$ cat config.mk
export PLATFORM = sky130hd
export DESIGN_NAME = record_sort_descending_unit
export DESIGN_NICKNAME = d
export VERILOG_FILES = /design/src/rtl/core/rsd_pkg.sv /design/src/rtl/core/rsd_front.sv /design/src/rtl/core/rsd_cmd_fifo.sv /design/src/rtl/core/rsd_back.sv /design/src/rtl/core/record_sort_descending_unit.sv
export SDC_FILE = /design/constraint.sdc
export NUM_CORES = 2
export LEC_CHECK = 0
export ABC_AREA = 1
export BUFFER_PORTS_ARGS = -buffer_cell sky130_fd_sc_hd__clkbuf_2
export CORE_UTILIZATION = 50
export CTS_CLUSTER_DIAMETER = 30
export DETAILED_ROUTE_END_ITERATION = 16
export PLACE_DENSITY = 0.68
export RECOVER_POWER = 50
export SYNTH_ARGS = -nofsm -noshare
export SYNTH_HDL_FRONTEND = slang
export SYNTH_SLANG_ARGS = --single-unit
$ cat constraint.sdc
create_clock -name i_clk -period 6.15 [get_ports i_clk]
set_clock_uncertainty 0.1 [all_clocks]
set_input_delay 0.615 -clock i_clk [delete_from_list [all_inputs] [get_ports i_clk]]
set_output_delay 0.615 -clock i_clk [all_outputs]
set_load 0.05 [all_outputs]
$ cat src/rtl/core/rsd_pkg.sv
`default_nettype none

package rsd_pkg;

    localparam int MAX_ITEMS  = 64;
    localparam int ADDR_W     = (MAX_ITEMS > 1) ? $clog2(MAX_ITEMS) : 1;
    localparam int CNT_W      = $clog2(MAX_ITEMS + 1);
    localparam int KEY_W      = 32;
    localparam int TAG_W      = 6;
    localparam int FIFO_DEPTH = 4;
    localparam int FIFO_PTR_W = $clog2(FIFO_DEPTH);
    localparam int FIFO_CNT_W = $clog2(FIFO_DEPTH + 1);

    typedef struct packed {
        logic [KEY_W-1:0] key;
        logic [TAG_W-1:0] tag;
    } t_rec;

    // store: record goes into the sort memory; last: closes the set
    typedef struct packed {
        t_rec rec;
        logic store;
        logic last;
        logic ovf;
    } t_cmd;

    typedef enum logic [2:0] {
        S_LOAD,
        S_A_RD,
        S_A_CAP,
        S_B_RD,
        S_B_CMP,
        S_A_WB,
        S_EM_RD,
        S_EM_WAIT
    } t_back_state;

endpackage

`default_nettype wire

$ cat src/rtl/core/rsd_front.sv
`default_nettype none

module rsd_front
    import rsd_pkg::*;
(
    input  wire logic             i_clk,
    input  wire logic             i_rst_n,
    input  wire logic             i_push,
    input  wire logic [KEY_W-1:0] i_key,
    input  wire logic [TAG_W-1:0] i_tag,
    input  wire logic             i_last,
    output logic                  o_full,
    input  wire logic             i_q_full,
    output logic                  o_cmd_push,
    output t_cmd                  o_cmd
);

    logic [CNT_W-1:0] r_count, n_count;
    logic             r_ovf, n_ovf;
    logic             accept;
    logic             room;

    assign o_full = i_q_full;
    assign accept = i_push && !i_q_full;
    assign room   = (r_count != CNT_W'(MAX_ITEMS));

    // dropped non-last beats only set the flag; nothing goes to the back end
    assign o_cmd_push    = accept && (room || i_last);
    assign o_cmd.rec.key = i_key;
    assign o_cmd.rec.tag = i_tag;
    assign o_cmd.store   = room;
    assign o_cmd.last    = i_last;
    assign o_cmd.ovf     = r_ovf || !room;

    always_comb begin
        n_count = r_count;
        n_ovf   = r_ovf;
        if (accept) begin
            if (i_last) begin
                n_count = '0;
                n_ovf   = 1'b0;
            end else if (room) begin
                n_count = r_count + CNT_W'(1);
            end else begin
                n_ovf = 1'b1;
            end
        end
    end

    always_ff @(posedge i_clk) begin
        if (!i_rst_n) begin
            r_count <= '0;
            r_ovf   <= 1'b0;
        end else begin
            r_count <= n_count;
            r_ovf   <= n_ovf;
        end
    end

endmodule

`default_nettype wire

$ cat src/rtl/core/rsd_cmd_fifo.sv
`default_nettype none

module rsd_cmd_fifo
    import rsd_pkg::*;
(
    input  wire logic i_clk,
    input  wire logic i_rst_n,
    input  wire logic i_push,
    input  wire t_cmd i_data,
    output logic      o_full,
    input  wire logic i_pop,
    output logic      o_empty,
    output t_cmd      o_data
);

    t_cmd                  r_slot [FIFO_DEPTH];
    logic [FIFO_PTR_W-1:0] r_wr_ptr, r_rd_ptr;
    logic [FIFO_CNT_W-1:0] r_cnt, n_cnt;
    logic                  do_push, do_pop;

    assign o_full  = (r_cnt == FIFO_CNT_W'(FIFO_DEPTH));
    assign o_empty = (r_cnt == '0);
    assign o_data  = r_slot[r_rd_ptr];
    assign do_push = i_push && !o_full;
    assign do_pop  = i_pop && !o_empty;

    always_comb begin
        n_cnt = r_cnt;
        if (do_push && !do_pop) begin
            n_cnt = r_cnt + FIFO_CNT_W'(1);
        end else if (do_pop && !do_push) begin
            n_cnt = r_cnt - FIFO_CNT_W'(1);
        end
    end

    always_ff @(posedge i_clk) begin
        if (do_push) begin
            r_slot[r_wr_ptr] <= i_data;
        end
    end

    always_ff @(posedge i_clk) begin
        if (!i_rst_n) begin
            r_wr_ptr <= '0;
            r_rd_ptr <= '0;
            r_cnt    <= '0;
        end else begin
            if (do_push) begin
                r_wr_ptr <= (r_wr_ptr == FIFO_PTR_W'(FIFO_DEPTH - 1)) ?
                            '0 : r_wr_ptr + FIFO_PTR_W'(1);
            end
            if (do_pop) begin
                r_rd_ptr <= (r_rd_ptr == FIFO_PTR_W'(FIFO_DEPTH - 1)) ?
                            '0 : r_rd_ptr + FIFO_PTR_W'(1);
            end
            r_cnt <= n_cnt;
        end
    end

endmodule

`default_nettype wire

$ cat src/rtl/core/rsd_back.sv
`default_nettype none

module rsd_back
    import rsd_pkg::*;
(
    input  wire logic             i_clk,
    input  wire logic             i_rst_n,
    input  wire logic             i_q_empty,
    input  wire t_cmd             i_cmd,
    output logic                  o_q_pop,
    output logic                  o_empty,
    input  wire logic             i_pop,
    output logic [KEY_W-1:0]      o_key,
    output logic [TAG_W-1:0]      o_tag,
    output logic                  o_last,
    output logic                  o_ovf
);

    t_rec              mem [MAX_ITEMS];
    t_rec              r_rd_data;
    logic              rd_en, wr_en;
    logic [ADDR_W-1:0] rd_addr, wr_addr;
    t_rec              wr_data;

    t_back_state       r_state, n_state;
    logic [CNT_W-1:0]  r_n, n_n;
    logic [ADDR_W-1:0] r_a, n_a;
    logic [ADDR_W-1:0] r_b, n_b;
    logic [ADDR_W-1:0] r_k, n_k;
    t_rec              r_hold, n_hold;
    logic              r_ovf, n_ovf;

    logic              r_out_valid, n_out_valid;
    t_rec              r_out, n_out;
    logic              r_out_last, n_out_last;
    logic              r_out_ovf, n_out_ovf;

    logic [CNT_W-1:0]  final_n;

    assign o_empty = !r_out_valid;
    assign o_key   = r_out.key;
    assign o_tag   = r_out.tag;
    assign o_last  = r_out_last;
    assign o_ovf   = r_out_ovf;

    assign final_n = r_n + CNT_W'(i_cmd.store);

    always_comb begin
        n_state     = r_state;
        n_n         = r_n;
        n_a         = r_a;
        n_b         = r_b;
        n_k         = r_k;
        n_hold      = r_hold;
        n_ovf       = r_ovf;
        n_out_valid = r_out_valid && !i_pop;
        n_out       = r_out;
        n_out_last  = r_out_last;
        n_out_ovf   = r_out_ovf;
        o_q_pop     = 1'b0;
        rd_en       = 1'b0;
        rd_addr     = r_a;
        wr_en       = 1'b0;
        wr_addr     = r_a;
        wr_data     = r_hold;

        unique case (r_state)
            S_LOAD: begin
                o_q_pop = !i_q_empty;
                if (!i_q_empty) begin
                    if (i_cmd.store) begin
                        wr_en   = 1'b1;
                        wr_addr = r_n[ADDR_W-1:0];
                        wr_data = i_cmd.rec;
                        n_n     = final_n;
                    end
                    if (i_cmd.last) begin
                        n_ovf = i_cmd.ovf;
                        n_a   = '0;
                        n_k   = '0;
                        n_state = (final_n > CNT_W'(1)) ? S_A_RD : S_EM_RD;
                    end
                end
            end
            S_A_RD: begin
                rd_en   = 1'b1;
                rd_addr = r_a;
                n_state = S_A_CAP;
            end
            S_A_CAP: begin
                n_hold  = r_rd_data;
                n_b     = r_a + ADDR_W'(1);
                n_state = S_B_RD;
            end
            S_B_RD: begin
                rd_en   = 1'b1;
                rd_addr = r_b;
                n_state = S_B_CMP;
            end
            S_B_CMP: begin
                // position a's record lives in r_hold during its inner pass
                if (r_hold.key < r_rd_data.key) begin
                    wr_en   = 1'b1;
                    wr_addr = r_b;
                    wr_data = r_hold;
                    n_hold  = r_rd_data;
                end
                if (CNT_W'(r_b) + CNT_W'(1) == r_n) begin
                    n_state = S_A_WB;
                end else begin
                    n_b     = r_b + ADDR_W'(1);
                    n_state = S_B_RD;
                end
            end
            S_A_WB: begin
                wr_en   = 1'b1;
                wr_addr = r_a;
                wr_data = r_hold;
                if (CNT_W'(r_a) + CNT_W'(2) == r_n) begin
                    n_k     = '0;
                    n_state = S_EM_RD;
                end else begin
                    n_a     = r_a + ADDR_W'(1);
                    n_state = S_A_RD;
                end
            end
            S_EM_RD: begin
                rd_en   = 1'b1;
                rd_addr = r_k;
                n_state = S_EM_WAIT;
            end
            S_EM_WAIT: begin
                if (!r_out_valid || i_pop) begin
                    n_out_valid = 1'b1;
                    n_out       = r_rd_data;
                    n_out_ovf   = r_ovf;
                    n_out_last  = (CNT_W'(r_k) + CNT_W'(1) == r_n);
                    if (CNT_W'(r_k) + CNT_W'(1) == r_n) begin
                        n_n     = '0;
                        n_ovf   = 1'b0;
                        n_state = S_LOAD;
                    end else begin
                        n_k     = r_k + ADDR_W'(1);
                        n_state = S_EM_RD;
                    end
                end
            end
            default: n_state = S_LOAD;
        endcase
    end

    always_ff @(posedge i_clk) begin
        if (wr_en) begin
            mem[wr_addr] <= wr_data;
        end
        if (rd_en) begin
            r_rd_data <= mem[rd_addr];
        end
    end

    always_ff @(posedge i_clk) begin
        if (!i_rst_n) begin
            r_state     <= S_LOAD;
            r_n         <= '0;
            r_ovf       <= 1'b0;
            r_out_valid <= 1'b0;
        end else begin
            r_state     <= n_state;
            r_n         <= n_n;
            r_ovf       <= n_ovf;
            r_out_valid <= n_out_valid;
        end
    end

    always_ff @(posedge i_clk) begin
        r_a        <= n_a;
        r_b        <= n_b;
        r_k        <= n_k;
        r_hold     <= n_hold;
        r_out      <= n_out;
        r_out_last <= n_out_last;
        r_out_ovf  <= n_out_ovf;
    end

endmodule

`default_nettype wire

$ cat src/rtl/core/record_sort_descending_unit.sv
// Channel   Handshake     Beat fields
// input     push / full   i_size_key, i_record_tag, i_last_item
// result    pop / empty   o_sorted_key, o_sorted_tag, o_last_result, o_overflowed
//
// Records load at one beat per cycle while full is low into a 4-deep command
// queue; the back end drains it into the sort memory at one record per cycle in
// its load state. After the last beat the exchange sort runs on the single-port
// memory: an outer position reads, captures, writes back; a compare reads, may
// swap. Results leave by a memory read, then the output register, held while
// pop is low. Reset (synchronous, active low) empties the queue and sets.
`default_nettype none

module record_sort_descending_unit
    import rsd_pkg::*;
(
    input  wire logic             i_clk,
    input  wire logic             i_rst_n,
    input  wire logic             push,
    output logic                  full,
    input  wire logic [KEY_W-1:0] i_size_key,
    input  wire logic [TAG_W-1:0] i_record_tag,
    input  wire logic             i_last_item,
    output logic                  empty,
    input  wire logic             pop,
    output logic [KEY_W-1:0]      o_sorted_key,
    output logic [TAG_W-1:0]      o_sorted_tag,
    output logic                  o_last_result,
    output logic                  o_overflowed
);

    logic cmd_push, q_full, q_empty, q_pop;
    t_cmd cmd_in, cmd_out;

    rsd_front u_front (
        .i_clk      (i_clk),
        .i_rst_n    (i_rst_n),
        .i_push     (push),
        .i_key      (i_size_key),
        .i_tag      (i_record_tag),
        .i_last     (i_last_item),
        .o_full     (full),
        .i_q_full   (q_full),
        .o_cmd_push (cmd_push),
        .o_cmd      (cmd_in)
    );

    rsd_cmd_fifo u_queue (
        .i_clk   (i_clk),
        .i_rst_n (i_rst_n),
        .i_push  (cmd_push),
        .i_data  (cmd_in),
        .o_full  (q_full),
        .i_pop   (q_pop),
        .o_empty (q_empty),
        .o_data  (cmd_out)
    );

    rsd_back u_back (
        .i_clk     (i_clk),
        .i_rst_n   (i_rst_n),
        .i_q_empty (q_empty),
        .i_cmd     (cmd_out),
        .o_q_pop   (q_pop),
        .o_empty   (empty),
        .i_pop     (pop),
        .o_key     (o_sorted_key),
        .o_tag     (o_sorted_tag),
        .o_last    (o_last_result),
        .o_ovf     (o_overflowed)
    );

endmodule

`default_nettype wire

==> impl_metrics.toml <==
[status]
outcome = "finished with violations"
violations = "capacitance limit, slew limit"

[sta]
finalWorstSetupSlack_ns = 0.620
tns_ns = 0
rsz0062_at_grt = "no"
timing.fmax_ghz = 0.181
period_share_pct = 89.9
hold_violations = 0
worstMarginPinSlew_ns = 3.86
min_period_ns = 5.53
setup_violations = 0
final_max_slew_viol_count = 288
relSlewSlack_pct = -158

[synthesis]
synth-seq-cells = 2759
synthMuxAreaShare_pct = 0.00893
avgSynthCellArea_um2 = 12.9
yosysWarnings = 0
synthAdderAreaFrac_pct = 0.520
synth_compound_area_share_pct = 8.26
synth_nets = 8754
synthCells = 8665
synth.distinct_cells = 46
yosysSeqAreaShare_pct = 73.7
syn-cell-area_mm2 = 0.112
synth_xor_area_share_pct = 0.227
synth_top_family_by_area = "simple AND/OR/NAND/NOR gates"
synth_simple_gate_area_share_pct = 13.7

[power_and_ir_drop]
ir_drop_mv = 0.832
power.leakage_uw = 0.0453
power_density_mw_per_mm2 = 640

[cts]
clk_pin_slew_worst_paths_ns = 0.05
cts_root_buf = "clkbuf_16"
post-cts-setup-buffers = 0
cts_hold_buffers = 43
clock-sinks = 2759
htreeDepth = 5
numCtsBuffers = 487
ctsResizeCount = 0
clock_latency_ns = 1.04
cts_tree = "done"
clock_path_buffers = 4

[placement]
place_hpwl_um = 175000
io_buffers = 84
pre_cts_slack_ns = 1.45
place_congestion = 0.906

[drt]
ant_nets = 0
drtIter0Drc = 9983
wl_per_cell_um = 25.8
drcViolationCount = 0
vias_per_cell = 5.96
dr.pass1.iters = 6
vias = 73372
routed_wl_um = 318000

[finish]
drive_above_1_share_pct = 14.7
nNetsFinal = 9007
syn2layout_area_growth_pct = 18.9

[worst_setup_path]
slowest_stage = "nor2_1"
cp.required_ns = 6.72
critical_path_class = "reg2reg"
path_max_fanout = 131
crit_chain = "nand3_1, nand2_1, nor2_4, nor2_1, inv_8, buf_6, buf_4, o21ai_0, nand3_1, nand3_1, nand3_1, nand3_1, nand2_1"
start_kind = "register"
crit_top_cell = "nand3_1"
cpPeakStageDelay_ns = 0.97
worstPathArrival_ns = 6.10
endpoint_kind = "register"

[die]
floorplan.die_area_mm2 = 0.226
io_pins = 85
die_w_um = 475
die_h_um = 475
rows = 173
initial_utilization_pct = 50.4
core_region_area_mm2 = 0.223

[min_path]
hold_path_class = "in2reg"

[grt]
grt_util_all_layers_pct = 27.8
grt_max_degree = 236
antenna_found_initial = 23
grt_pass1_vias = 71153
grt_pass1_wl_um = 463000
overflow = 0

[job]
cap_violations = 12
-- layout make-up --
class                      instances  area, µm²
clock inverter                   347       4300
tap                             2975       3720
multi-input combinational       4939      25800
inverter                         397       1550
antenna                            8       20.0
sequential                      2759      82600
fill                           16890      89300
clock buffer                     544      12600
timing repair buffer             334       2720
-- sequential cells by signal (all words and copies together) (netlist names), 6 cells and up, named ones only --
| name | flops |
|---|---|
| u_queue.r_slot | 164 |
| u_back.o_key | 32 |
| u_back.r_a | 6 |
| u_back.o_tag | 6 |
| u_back.r_rd_data | 38 |
| u_back.r_b | 6 |
| u_back.mem | 2432 |
| u_back.r_k | 6 |
| u_front.r_count | 7 |
| u_back.r_n | 7 |
| u_back.r_hold | 38 |
-- where the power goes --
part / total, µW / leakage, µW / internal [µW] / switching [µW]
Combinational: 30600 / 0.0124 / 6700 / 23900
Clock: 27400 / 0.00808 / 18200 / 9210
Sequential: 27300 / 0.0248 / 26800 / 530
Total: 85300 / 0.0453 / 51700 / 33600
-- cells in the mapped netlist, drive strengths merged --
library cell,instances,share of area (%)
nand2,382,1.3
nand4,6,0.033
inv,395,1.3
edfxtp,2730,73
fa,1,0.018
o211a,1,0.0089
nand3,1188,5.3
or2,420,2.3
dfxtp,29,0.52
xnor2,6,0.047
o21bai,2,0.013
mux2i,1,0.0089
o21a,2,0.013
a22oi,2,0.013
o22ai,6,0.033
a211oi,3,0.020
nor3b,2,0.013
ha,45,0.50
nor2,1368,4.6
clkbuf,256,0.87
o211ai,648,4.3
o31ai,1,0.0067
o2bb2ai,1,0.0078
clkinv,2,0.0067
a31oi,1,0.0056
a21oi,51,0.25
o221ai,39,0.30
nor3,13,0.058
o21ai,726,3.2
xor2,23,0.18
buf,314,1.5
nor4,1,0.0056
-- layer usage --
metal  vias to the layer above  track usage [%]  part of all wire, %
met5                         -                0                0.016
met3                       638             7.21                   11
met4                         6             11.4                  3.9
li1                      32418                -                    -
met2                      3965             42.9                   46
met1                     36345             37.5                   39
-- cells in the final DEF, fill, tap and decap left out, types with 15 or more instances in the layout --
cell type,netlist,final
bufinv_16,0,85
clkinv_4,0,29
nand3_1,1186,1187
or2_2,286,286
clkinvlp_4,0,58
buf_12,0,39
nor2_4,2,52
dlygate4sd3_1,0,43
o221ai_1,39,39
buf_4,50,142
clkbuf_16,0,494
edfxtp_1,2730,2730
o21ai_1,122,122
clkinv_1,2,63
clkinv_2,0,81
o21ai_0,604,601
o211ai_1,648,648
inv_1,387,350
inv_6,0,42
nand2_1,381,382
a21oi_1,47,46
clkinvlp_2,0,15
nor2_1,1364,1316
ha_1,45,45
dfxtp_1,29,29
or2_1,133,133
clkbuf_1,246,144
xor2_1,23,23
-- final timing paths --
path / cells after the start / from / slack, ns / to
worst max-delay path: 13 / u_back.r_state[1] / 0.62 / u_back.r_rd_data[7]
worst min-delay path: 2 / i_size_key[17] / 0.29 / u_queue.r_slot[0][26]
worst max register to register: 13 / u_back.r_state[1] / 0.62 / u_back.r_rd_data[7]
worst min register to register: 0 / u_back.r_rd_data[22] / 0.34 / u_back.r_hold[22]
-- critical path: cells and delay by family (launching register included) --
family / cells / cell delay [ns]
AND/OR/NAND/NOR: 9 / 2.87
buffers and inverters: 3 / 1.32
flip-flops: 1 / 0.50
AO/OA/AOI/OAI: 1 / 0.16
-- cells by family (layout without fill, tap and decap cells) --
| logic type | after synthesis | count (layout) |
|---|---|---|
| buffers and inverters | 967 | 1622 |
| DFF | 2759 | 2759 |
| adders and majority gates | 46 | 46 |
| xor gates and xnor gates | 29 | 29 |
| and+or+nand+nor | 3380 | 3380 |
| other | 0 | 8 |
| muxes | 1 | 1 |
| AOI/OAI and AO/OA | 1483 | 1483 |
-- metrics by stage --
step / total power (µW) / hold WS (ns) / area (µm²) / utilization (%) / cells
floorplan: 44500 / 0.302 / 112000 / - / 8665
finish: 85300 / 0.293 / 133000 / 59.9 / 12303
global placement: 56900 / 0.354 / 116000 / 52.3 / 11361
global route: 88100 / 0.309 / 133000 / 59.9 / 12297
detailed placement: 57400 / 0.361 / 116000 / 52.3 / 11361
CTS: 84800 / 0.192 / 134000 / 60.0 / 12295
Power figures use the tool's default switching activity.
